==> config.mk <==
export PLATFORM = sky130hd
export DESIGN_NAME = motor_feedback_multiturn_decoder_core
export DESIGN_NICKNAME = d
export VERILOG_FILES = /design/src/rtl/core/mfmd_pkg.sv /design/src/rtl/core/mfmd_turn_tracker.sv /design/src/rtl/core/mfmd_lowpass.sv /design/src/rtl/core/motor_feedback_multiturn_decoder_core.sv
export SDC_FILE = /design/constraint.sdc
export NUM_CORES = 2
export LEC_CHECK = 0
export BUFFER_PORTS_ARGS = -buffer_cell sky130_fd_sc_hd__buf_2
export CAP_MARGIN = 25
export CORE_MARGIN = 4
export CORE_UTILIZATION = 45
export DETAILED_ROUTE_END_ITERATION = 8
export PLACE_DENSITY_LB_ADDON = 0.2
export SLEW_MARGIN = 0
export SYNTH_ARGS = -nofsm -noshare
export SYNTH_HDL_FRONTEND = slang
export SYNTH_SLANG_ARGS = --single-unit
export TNS_END_PERCENT = 20
==> constraint.sdc <==
create_clock -name clk -period 16.7 [get_ports clk]
set_clock_uncertainty 0.1 [all_clocks]
set_input_delay 3.34 -clock clk [delete_from_list [all_inputs] [get_ports clk]]
set_output_delay 3.34 -clock clk [all_outputs]
set_load 0.05 [all_outputs]
==> src/rtl/core/mfmd_pkg.sv <==
// Shared constants and types for the multi-turn motor feedback decoder.
// No dependencies; imported by every module under rtl/core.
package mfmd_pkg;

	// Encoder and turn tracking
	localparam int TURN_COUNTS    = 8192;
	localparam int WRAP_THRESHOLD = 4000;

	// Filter coefficient format (Q0.16, one extra bit for unity)
	localparam int COEF_W = 17;
	localparam logic [COEF_W-1:0] COEF_ONE   = 17'd65536;
	localparam logic [COEF_W-1:0] COEF_RESET = 17'd32768;

	// Degrees per count scaled to Q.10: 360/8192 * 1024
	localparam int DEG_SCALE = 45;

	// Configuration register map
	localparam int CFG_IDX_W = 2;
	localparam logic [CFG_IDX_W-1:0] REG_SPEED_COEF   = 2'd0;
	localparam logic [CFG_IDX_W-1:0] REG_CURRENT_COEF = 2'd1;
	localparam logic [CFG_IDX_W-1:0] REG_CENTER_ANGLE = 2'd2;

	typedef logic [COEF_W-1:0] coef_t;
	typedef logic signed [31:0] q8_t;

endpackage

==> src/rtl/core/mfmd_turn_tracker.sv <==
// Turn tracker: last angle, sticky start flag and wrapping turn count.
// Depends on mfmd_pkg.
module mfmd_turn_tracker import mfmd_pkg::*; (
	input  logic               clk,
	input  logic               arst_n,
	input  logic               en,
	input  logic [15:0]        mech,
	output logic signed [15:0] turns_next
);

	logic [15:0]        last_q;
	logic               started_q;
	logic signed [15:0] turns_q;
	logic signed [15:0] diff;
	logic signed [15:0] thr;
	logic               started_now;

	// Wrap detection on the 16-bit angle difference
	always_comb begin
		thr         = 16'(WRAP_THRESHOLD);
		diff        = $signed(16'(mech - last_q));
		started_now = started_q | (last_q != 16'd0);
		turns_next  = turns_q;
		if (started_now) begin
			if (diff > thr) begin
				turns_next = 16'(turns_q - 16'sd1);
			end else if (diff < -thr) begin
				turns_next = 16'(turns_q + 16'sd1);
			end
		end
	end

	always_ff @(posedge clk or negedge arst_n) begin
		if (!arst_n) begin
			last_q    <= '0;
			started_q <= 1'b0;
			turns_q   <= '0;
		end else if (en) begin
			last_q    <= mech;
			started_q <= started_now;
			turns_q   <= turns_next;
		end
	end

	// Start flag is sticky
	a_started_sticky: assert property (@(posedge clk) disable iff (!arst_n)
		started_q |=> started_q)
		else $error("start flag cleared");

	// At most one turn per frame
	a_turn_step: assert property (@(posedge clk) disable iff (!arst_n)
		en |=> (turns_q == $past(turns_q)) || (turns_q == 16'($past(turns_q) + 16'sd1))
			|| (turns_q == 16'($past(turns_q) - 16'sd1)))
		else $error("turn count moved by more than one");

	// No turn counted before the block has started
	a_no_turn_unstarted: assert property (@(posedge clk) disable iff (!arst_n)
		!started_q && last_q == 16'd0 |-> turns_next == turns_q)
		else $error("turn counted before start");

endmodule

==> src/rtl/core/mfmd_lowpass.sv <==
// First-order low-pass filter, state in Q.8, Q0.16 weight on the new sample.
// Depends on mfmd_pkg.
module mfmd_lowpass import mfmd_pkg::*; (
	input  logic               clk,
	input  logic               arst_n,
	input  logic               en,
	input  logic signed [15:0] sample,
	input  coef_t              coef,
	output q8_t                state
);

	q8_t                state_q;
	coef_t              c_sat;
	logic signed [32:0] delta;
	logic signed [50:0] prod;
	logic signed [34:0] sum;
	q8_t                state_next;

	// new = st + floor(c*(sample*256 - st) / 65536)
	always_comb begin
		c_sat      = (coef > COEF_ONE) ? COEF_ONE : coef;
		delta      = 33'($signed({sample, 8'd0})) - 33'(state_q);
		prod       = 51'(delta) * $signed({34'd0, c_sat});
		sum        = 35'(state_q) + prod[50:16];
		state_next = sum[31:0];
	end

	always_ff @(posedge clk or negedge arst_n) begin
		if (!arst_n) begin
			state_q <= '0;
		end else if (en) begin
			state_q <= state_next;
		end
	end

	assign state = state_next;

endmodule

==> src/rtl/core/motor_feedback_multiturn_decoder_core.sv <==
// Motor feedback multi-turn decoder, top level.
// Depends on mfmd_pkg, mfmd_turn_tracker and mfmd_lowpass.

// One request carries an 8-byte feedback frame; one result request leaves per frame,
// after passing the input register, the state update and degree scaling in turn.
// A new frame is taken every cycle while the result side keeps up; when the result
// is stalled the whole pipeline holds. Turn tracking and both filters update their
// state as a frame leaves the input register, so their feedback loops set the rate.
// Configuration writes are accepted at any time; the coefficients act
// on frames that reach the state update afterwards and the centre on frames that
// reach degree scaling afterwards, so write only while no frame is in flight.
module motor_feedback_multiturn_decoder_core import mfmd_pkg::*; (
	input  logic                 clk,
	input  logic                 arst_n,
	input  logic                 in_valid,
	output logic                 in_ready,
	input  logic [63:0]          payload,
	output logic                 out_valid,
	input  logic                 out_ready,
	output logic [15:0]          mech_angle,
	output logic signed [15:0]   speed_raw,
	output logic signed [15:0]   current_raw,
	output logic [7:0]           driver_temp,
	output logic [7:0]           error_code,
	output logic signed [15:0]   turn_count,
	output logic signed [31:0]   total_angle,
	output logic signed [39:0]   angle_deg_q10,
	output logic signed [31:0]   speed_filtered,
	output logic signed [31:0]   current_filtered,
	input  logic                 cfg_valid,
	output logic                 cfg_ready,
	input  logic [CFG_IDX_W-1:0] cfg_index,
	input  logic [31:0]          cfg_data
);

	coef_t              speed_coef_q;
	coef_t              current_coef_q;
	logic signed [31:0] center_q;

	logic               adv;
	logic               upd;
	logic               valid_s1, valid_s2, valid_s3;
	logic [63:0]        payload_s1;
	logic [63:0]        frame_s2, frame_s3;
	logic signed [15:0] turns_s2, turns_s3;
	logic signed [31:0] total_s2, total_s3;
	q8_t                spd_f_s2, spd_f_s3, cur_f_s2, cur_f_s3;
	logic signed [39:0] deg_s3;

	logic signed [15:0] turns_next;
	q8_t                spd_next, cur_next;
	logic signed [31:0] total_next;
	logic signed [39:0] delta40;

	// Configuration registers
	assign cfg_ready = 1'b1;

	always_ff @(posedge clk or negedge arst_n) begin
		if (!arst_n) begin
			speed_coef_q   <= COEF_RESET;
			current_coef_q <= COEF_RESET;
			center_q       <= '0;
		end else if (cfg_valid) begin
			case (cfg_index)
				REG_SPEED_COEF:   speed_coef_q   <= cfg_data[COEF_W-1:0];
				REG_CURRENT_COEF: current_coef_q <= cfg_data[COEF_W-1:0];
				REG_CENTER_ANGLE: center_q       <= $signed(cfg_data);
				default: ;
			endcase
		end
	end

	// Whole pipeline moves together unless the result is stalled
	assign adv      = !valid_s3 || out_ready;
	assign in_ready = adv;
	assign upd      = adv && valid_s1;

	// State units
	mfmd_turn_tracker u_turns (
		.clk        (clk),
		.arst_n     (arst_n),
		.en         (upd),
		.mech       (payload_s1[63:48]),
		.turns_next (turns_next)
	);

	mfmd_lowpass u_speed_lp (
		.clk    (clk),
		.arst_n (arst_n),
		.en     (upd),
		.sample ($signed(payload_s1[47:32])),
		.coef   (speed_coef_q),
		.state  (spd_next)
	);

	mfmd_lowpass u_current_lp (
		.clk    (clk),
		.arst_n (arst_n),
		.en     (upd),
		.sample ($signed(payload_s1[31:16])),
		.coef   (current_coef_q),
		.state  (cur_next)
	);

	// Total angle, wraps mod 2^32
	assign total_next = $signed(32'(payload_s1[63:48])
		+ 32'(32'(turns_next) * 32'(TURN_COUNTS)));

	// Degrees from the 33-bit difference to the centre
	assign delta40 = 40'(total_s2) - 40'(center_q);

	// Valid bits
	always_ff @(posedge clk or negedge arst_n) begin
		if (!arst_n) begin
			valid_s1 <= 1'b0;
			valid_s2 <= 1'b0;
			valid_s3 <= 1'b0;
		end else if (adv) begin
			valid_s1 <= in_valid;
			valid_s2 <= valid_s1;
			valid_s3 <= valid_s2;
		end
	end

	// Payload stages
	always_ff @(posedge clk) begin
		if (adv) begin
			if (in_valid) begin
				payload_s1 <= payload;
			end
			frame_s2 <= payload_s1;
			turns_s2 <= turns_next;
			total_s2 <= total_next;
			spd_f_s2 <= spd_next;
			cur_f_s2 <= cur_next;
			frame_s3 <= frame_s2;
			turns_s3 <= turns_s2;
			total_s3 <= total_s2;
			spd_f_s3 <= spd_f_s2;
			cur_f_s3 <= cur_f_s2;
			deg_s3   <= 40'(delta40 * 40'sd45);
		end
	end

	// Result ports
	assign out_valid        = valid_s3;
	assign mech_angle       = frame_s3[63:48];
	assign speed_raw        = $signed(frame_s3[47:32]);
	assign current_raw      = $signed(frame_s3[31:16]);
	assign driver_temp      = frame_s3[15:8];
	assign error_code       = frame_s3[7:0];
	assign turn_count       = turns_s3;
	assign total_angle      = total_s3;
	assign angle_deg_q10    = deg_s3;
	assign speed_filtered   = spd_f_s3;
	assign current_filtered = cur_f_s3;

	// Turns only add whole multiples of the turn size
	a_total_low_bits: assert property (@(posedge clk) disable iff (!arst_n)
		valid_s3 |-> 32'(total_s3 - 32'(frame_s3[63:48])) % 32'(TURN_COUNTS) == 32'd0)
		else $error("total angle inconsistent with raw angle");

	// An empty result stage never blocks the input
	a_ready_when_empty: assert property (@(posedge clk) disable iff (!arst_n)
		!valid_s3 |-> in_ready)
		else $error("input blocked with empty result stage");

	// A stalled result leaves the state units untouched
	a_stall_freezes: assert property (@(posedge clk) disable iff (!arst_n)
		valid_s3 && !out_ready |-> !upd)
		else $error("state updated during stall");

endmodule
==> flow_results.org <==
** Timing
- Setup violations remaining at the end of the flow were counted as 0.
- For the pin with the worst max-slew slack, the measured transition is 1.15 ns.
- RSZ-0062 raised after global routing :: false
- Min cycle time layout :: 13.07 ns
- Final hold vios :: 0
- Final slew viol count :: 0
- Based on the critical path, the design can be clocked at up to 0.0765 GHz.
- Slew margin rel. :: 23.1%
- Part of the cycle the worst path needs :: 78.3%
- Sum of negative setup slack :: 0 ns

** GRT
- Global router's overall resource usage :: 24.1%
- Global-route wire length before repair :: 296 mm
- For this run the aggregate overflow at the end of global routing stands at 0.
- Via count of the first global-routing pass :: 51,400
- Initial antenna violation count :: 9
- Entering global routing, the biggest net connects 148 pins.

** CTS
- Clock tree synthesis found a total of 592 sinks.
- TritonCTS built the clock tree.
- Clock-pin slew on the worst setup and hold paths :: 0.07 ns
- The later pin in the worst-skew pair is clocked with a latency of 0.71 ns.
- Counting the buffers created by CTS gives 70.
- After clock tree synthesis, the flow added hold-fix buffers numbering 0.
- Maximum clock insertion buffer count :: 3
- Once the clock tree was built, the resizer swapped 0 gates to a different size.
- The H-tree was split into 3 levels.
- The number of setup buffers added after CTS is 0.
- CTS root buffer :: sky130_fd_sc_hd__clkbuf_16

** Floorplanning
- Number of cell rows :: 143
- Floorplan die width :: 399 µm
- 322 I/O pins were placed.
- Initial core utilization :: 45.3%
- Area of the die :: 159,000 µm²
- Core Box Area :: 152,000 µm²
- Vert. Die Dim :: 399 µm

** Routing
- Dividing the detail-routed via count by the number of cells gives 5.23.
- The first TritonRoute pass finished after 6 iterations.
- For this block, the routed nets add up to 187 mm of wire.
- Post-route ant nets :: 0
- Vias post-DR :: 49,200
- The detailed router finished its first iteration with 3,625 violations.
- Count of unresolved DRC violations after routing :: 0
- Post-detailed-route wirelength per cell :: 19.9 µm

** Setup path
- STA puts the critical path data required time at 17.14 ns.
- Arrival time worst endpoint :: 13.51 ns
- Most frequent cell on the critical path :: sky130_fd_sc_hd__fa_1
- STA classifies the critical path endpoint as a flop.
- STA classifies the critical path startpoint as a flop.
- Slowest stage cell on the critical path :: sky130_fd_sc_hd__xnor2_1
- In this run the worst path has a maximum fanout of 12.
- The number of cells on the worst reg-to-reg path is 44.
- By startpoint and endpoint, the worst setup path is classified as flop to flop.
- On the worst path, the slowest cell contributes a delay of 0.86 ns.

** Synthesis
- Cell area after synthesis :: 68,900 µm²
- Number of enable flip-flop cells after synthesis :: 426
- Sequential fraction of the synthesis area :: 24.6%
- Mean cell area of the mapped netlist :: 9.76 µm²
- After synthesis, the share of flip-flops with an asynchronous set or reset is 28.0%.
- Synthesized netlist cell count :: 7,057
- The largest total area in the synthesized netlist belongs to sky130_fd_sc_hd__fa_1.
- Count of unique library cells instantiated by Yosys :: 102
- Commonest register cell after synthesis :: sky130_fd_sc_hd__edfxtp_1
- Yosys reg bits :: 592
- Share of the synthesized area in the top cell type :: 31.8%
- Yosys warns :: 0
- The number of nets handed over by synthesis was 8,750.
- Top cells by area in the synthesized netlist :: sky130_fd_sc_hd__fa_1, sky130_fd_sc_hd__edfxtp_1, sky130_fd_sc_hd__ha_1

** Placed design
- Gp weighted congestion :: 0.898
- Input and output buffers added on the ports amount to 320.
- Total half-perimeter wirelength after legalization and detailed placement :: 149 mm

** Final layout
- Cells with a size suffix above 1 make up 9.39% of the layout.
- After the last flow step, the layout net total stands at 9,016.
- Growth of design area from synthesis to finish :: 9.43%
- Most used cells in the layout excluding fill and tap cells :: sky130_fd_sc_hd__inv_1, sky130_fd_sc_hd__fa_1, sky130_fd_sc_hd__nor2_1
- Most common cell after layout, fill and taps aside :: sky130_fd_sc_hd__inv_1

** Run status
- Status :: finished clean

** Run
- Number of maximum-capacitance constraint violations :: 0

** Hold path
- Counting instances, the worst hold path has a depth of 0.
- Worst hold path class :: flop to flop
-- flip-flops by register name (all words and copies together) (netlist names), 40 cells and up --
register       count
angle_deg_q10     40
frame_s2          64
payload_s1        64
frame_s3          64
-- layout make-up --
class / count / area, µm²
well taps: 2030 / 2540
clock inverters: 34 / 399
multi-input cells: 4598 / 45000
repair buffers: 428 / 2470
flip-flops and latches: 592 / 16900
fillers: 14200 / 76700
diodes: 1 / 2.50
clock buffers: 96 / 1940
inverters: 1633 / 6130
-- final timing paths --
kind                       slack [ns]                    start                  endpoint
min in group asynchronous        2.61                   arst_n    u_speed_lp.state_q[28]
setup / recovery                 3.63  u_current_lp.state_q[0]  u_current_lp.state_q[31]
max in group asynchronous       11.84                   arst_n              center_q[31]
hold reg to reg                  0.30             frame_s2[21]              frame_s3[21]
hold / removal                   0.30             frame_s2[21]              frame_s3[21]
setup reg to reg                 3.63  u_current_lp.state_q[0]  u_current_lp.state_q[31]
-- worst max-delay path, delay by kind of cell (launching register included) --
family	cells	cell delay, ns
fa+ha+maj	9	3.98
buf+inv	5	0.52
mux	1	0.29
compound gates	16	4.23
flops	1	0.58
simple gates	9	1.94
xor+xnor	4	1.31
-- per-layer routing --
layer / global-route usage [%] / part of all wire, % / vias up
li1: - / - / 22300
met1: 34.0 / 44 / 24900
met2: 38.3 / 45 / 1737
met3: 4.28 / 7.6 / 322
met4: 6.40 / 2.9 / 6
met5: 1.11 / 0.14 / -
-- kinds of logic after synthesis --
family                     after synthesis  synth area share, %
other                                    1              0.00544
DFF                                    592                 24.6
muxes                                   81                 1.32
AOI/OAI and AO/OA                      704                 6.63
adders and majority gates             1590                 40.8
and+or+nand+nor                       1869                 11.8
xor gates and xnor gates               353                 4.56
buffers and inverters                 1867                 10.3
-- metrics by stage --
step | std cells | util (%) | area [µm²] | worst slack, ns | hold WS, ns
final | 9412 | 49.6 | 75400 | 3.63 | 0.300
after global routing | 9412 | 49.6 | 75400 | 2.82 | 0.301
after CTS | 9404 | 49.5 | 75300 | 3.74 | 0.301
after detailed placement | 9274 | 48.0 | 73000 | 3.82 | 0.305
after global placement | 9272 | 48.0 | 73000 | 4.02 | 0.300
after floorplan | 7057 | - | 68900 | 5.06 | 0.300
-- synth_stat cells (7+ instances only) --
cell	instances
sky130_fd_sc_hd__o21bai_1	33
sky130_fd_sc_hd__edfxtp_1	426
sky130_fd_sc_hd__buf_1	8
sky130_fd_sc_hd__o31ai_1	13
sky130_fd_sc_hd__nand4_1	22
sky130_fd_sc_hd__mux2_2	77
sky130_fd_sc_hd__nor4_1	24
sky130_fd_sc_hd__nand2b_1	47
sky130_fd_sc_hd__o21ai_0	158
sky130_fd_sc_hd__nand3_1	54
sky130_fd_sc_hd__o211ai_1	12
sky130_fd_sc_hd__clkbuf_1	202
sky130_fd_sc_hd__inv_1	1631
sky130_fd_sc_hd__fa_1	1095
sky130_fd_sc_hd__xnor2_1	247
sky130_fd_sc_hd__o21a_1	34
sky130_fd_sc_hd__nand2_1	716
sky130_fd_sc_hd__or2_2	14
sky130_fd_sc_hd__dfrtp_1	164
sky130_fd_sc_hd__a31oi_1	30
sky130_fd_sc_hd__o31a_1	8
sky130_fd_sc_hd__nor3b_1	10
sky130_fd_sc_hd__or3_1	15
sky130_fd_sc_hd__buf_2	7
sky130_fd_sc_hd__nor2_1	717
sky130_fd_sc_hd__and3_1	45
sky130_fd_sc_hd__ha_1	495
sky130_fd_sc_hd__nor2b_1	53
sky130_fd_sc_hd__nor3_1	45
sky130_fd_sc_hd__a21o_1	102
sky130_fd_sc_hd__a21oi_1	191
sky130_fd_sc_hd__and2_1	63
sky130_fd_sc_hd__xor2_1	101
sky130_fd_sc_hd__buf_4	17
sky130_fd_sc_hd__a211oi_1	21
sky130_fd_sc_hd__and4_1	12
Power is left out: the tool's default activity adds up to more than one toggle a clock period on the data nets, which glitch-free logic cannot reach.
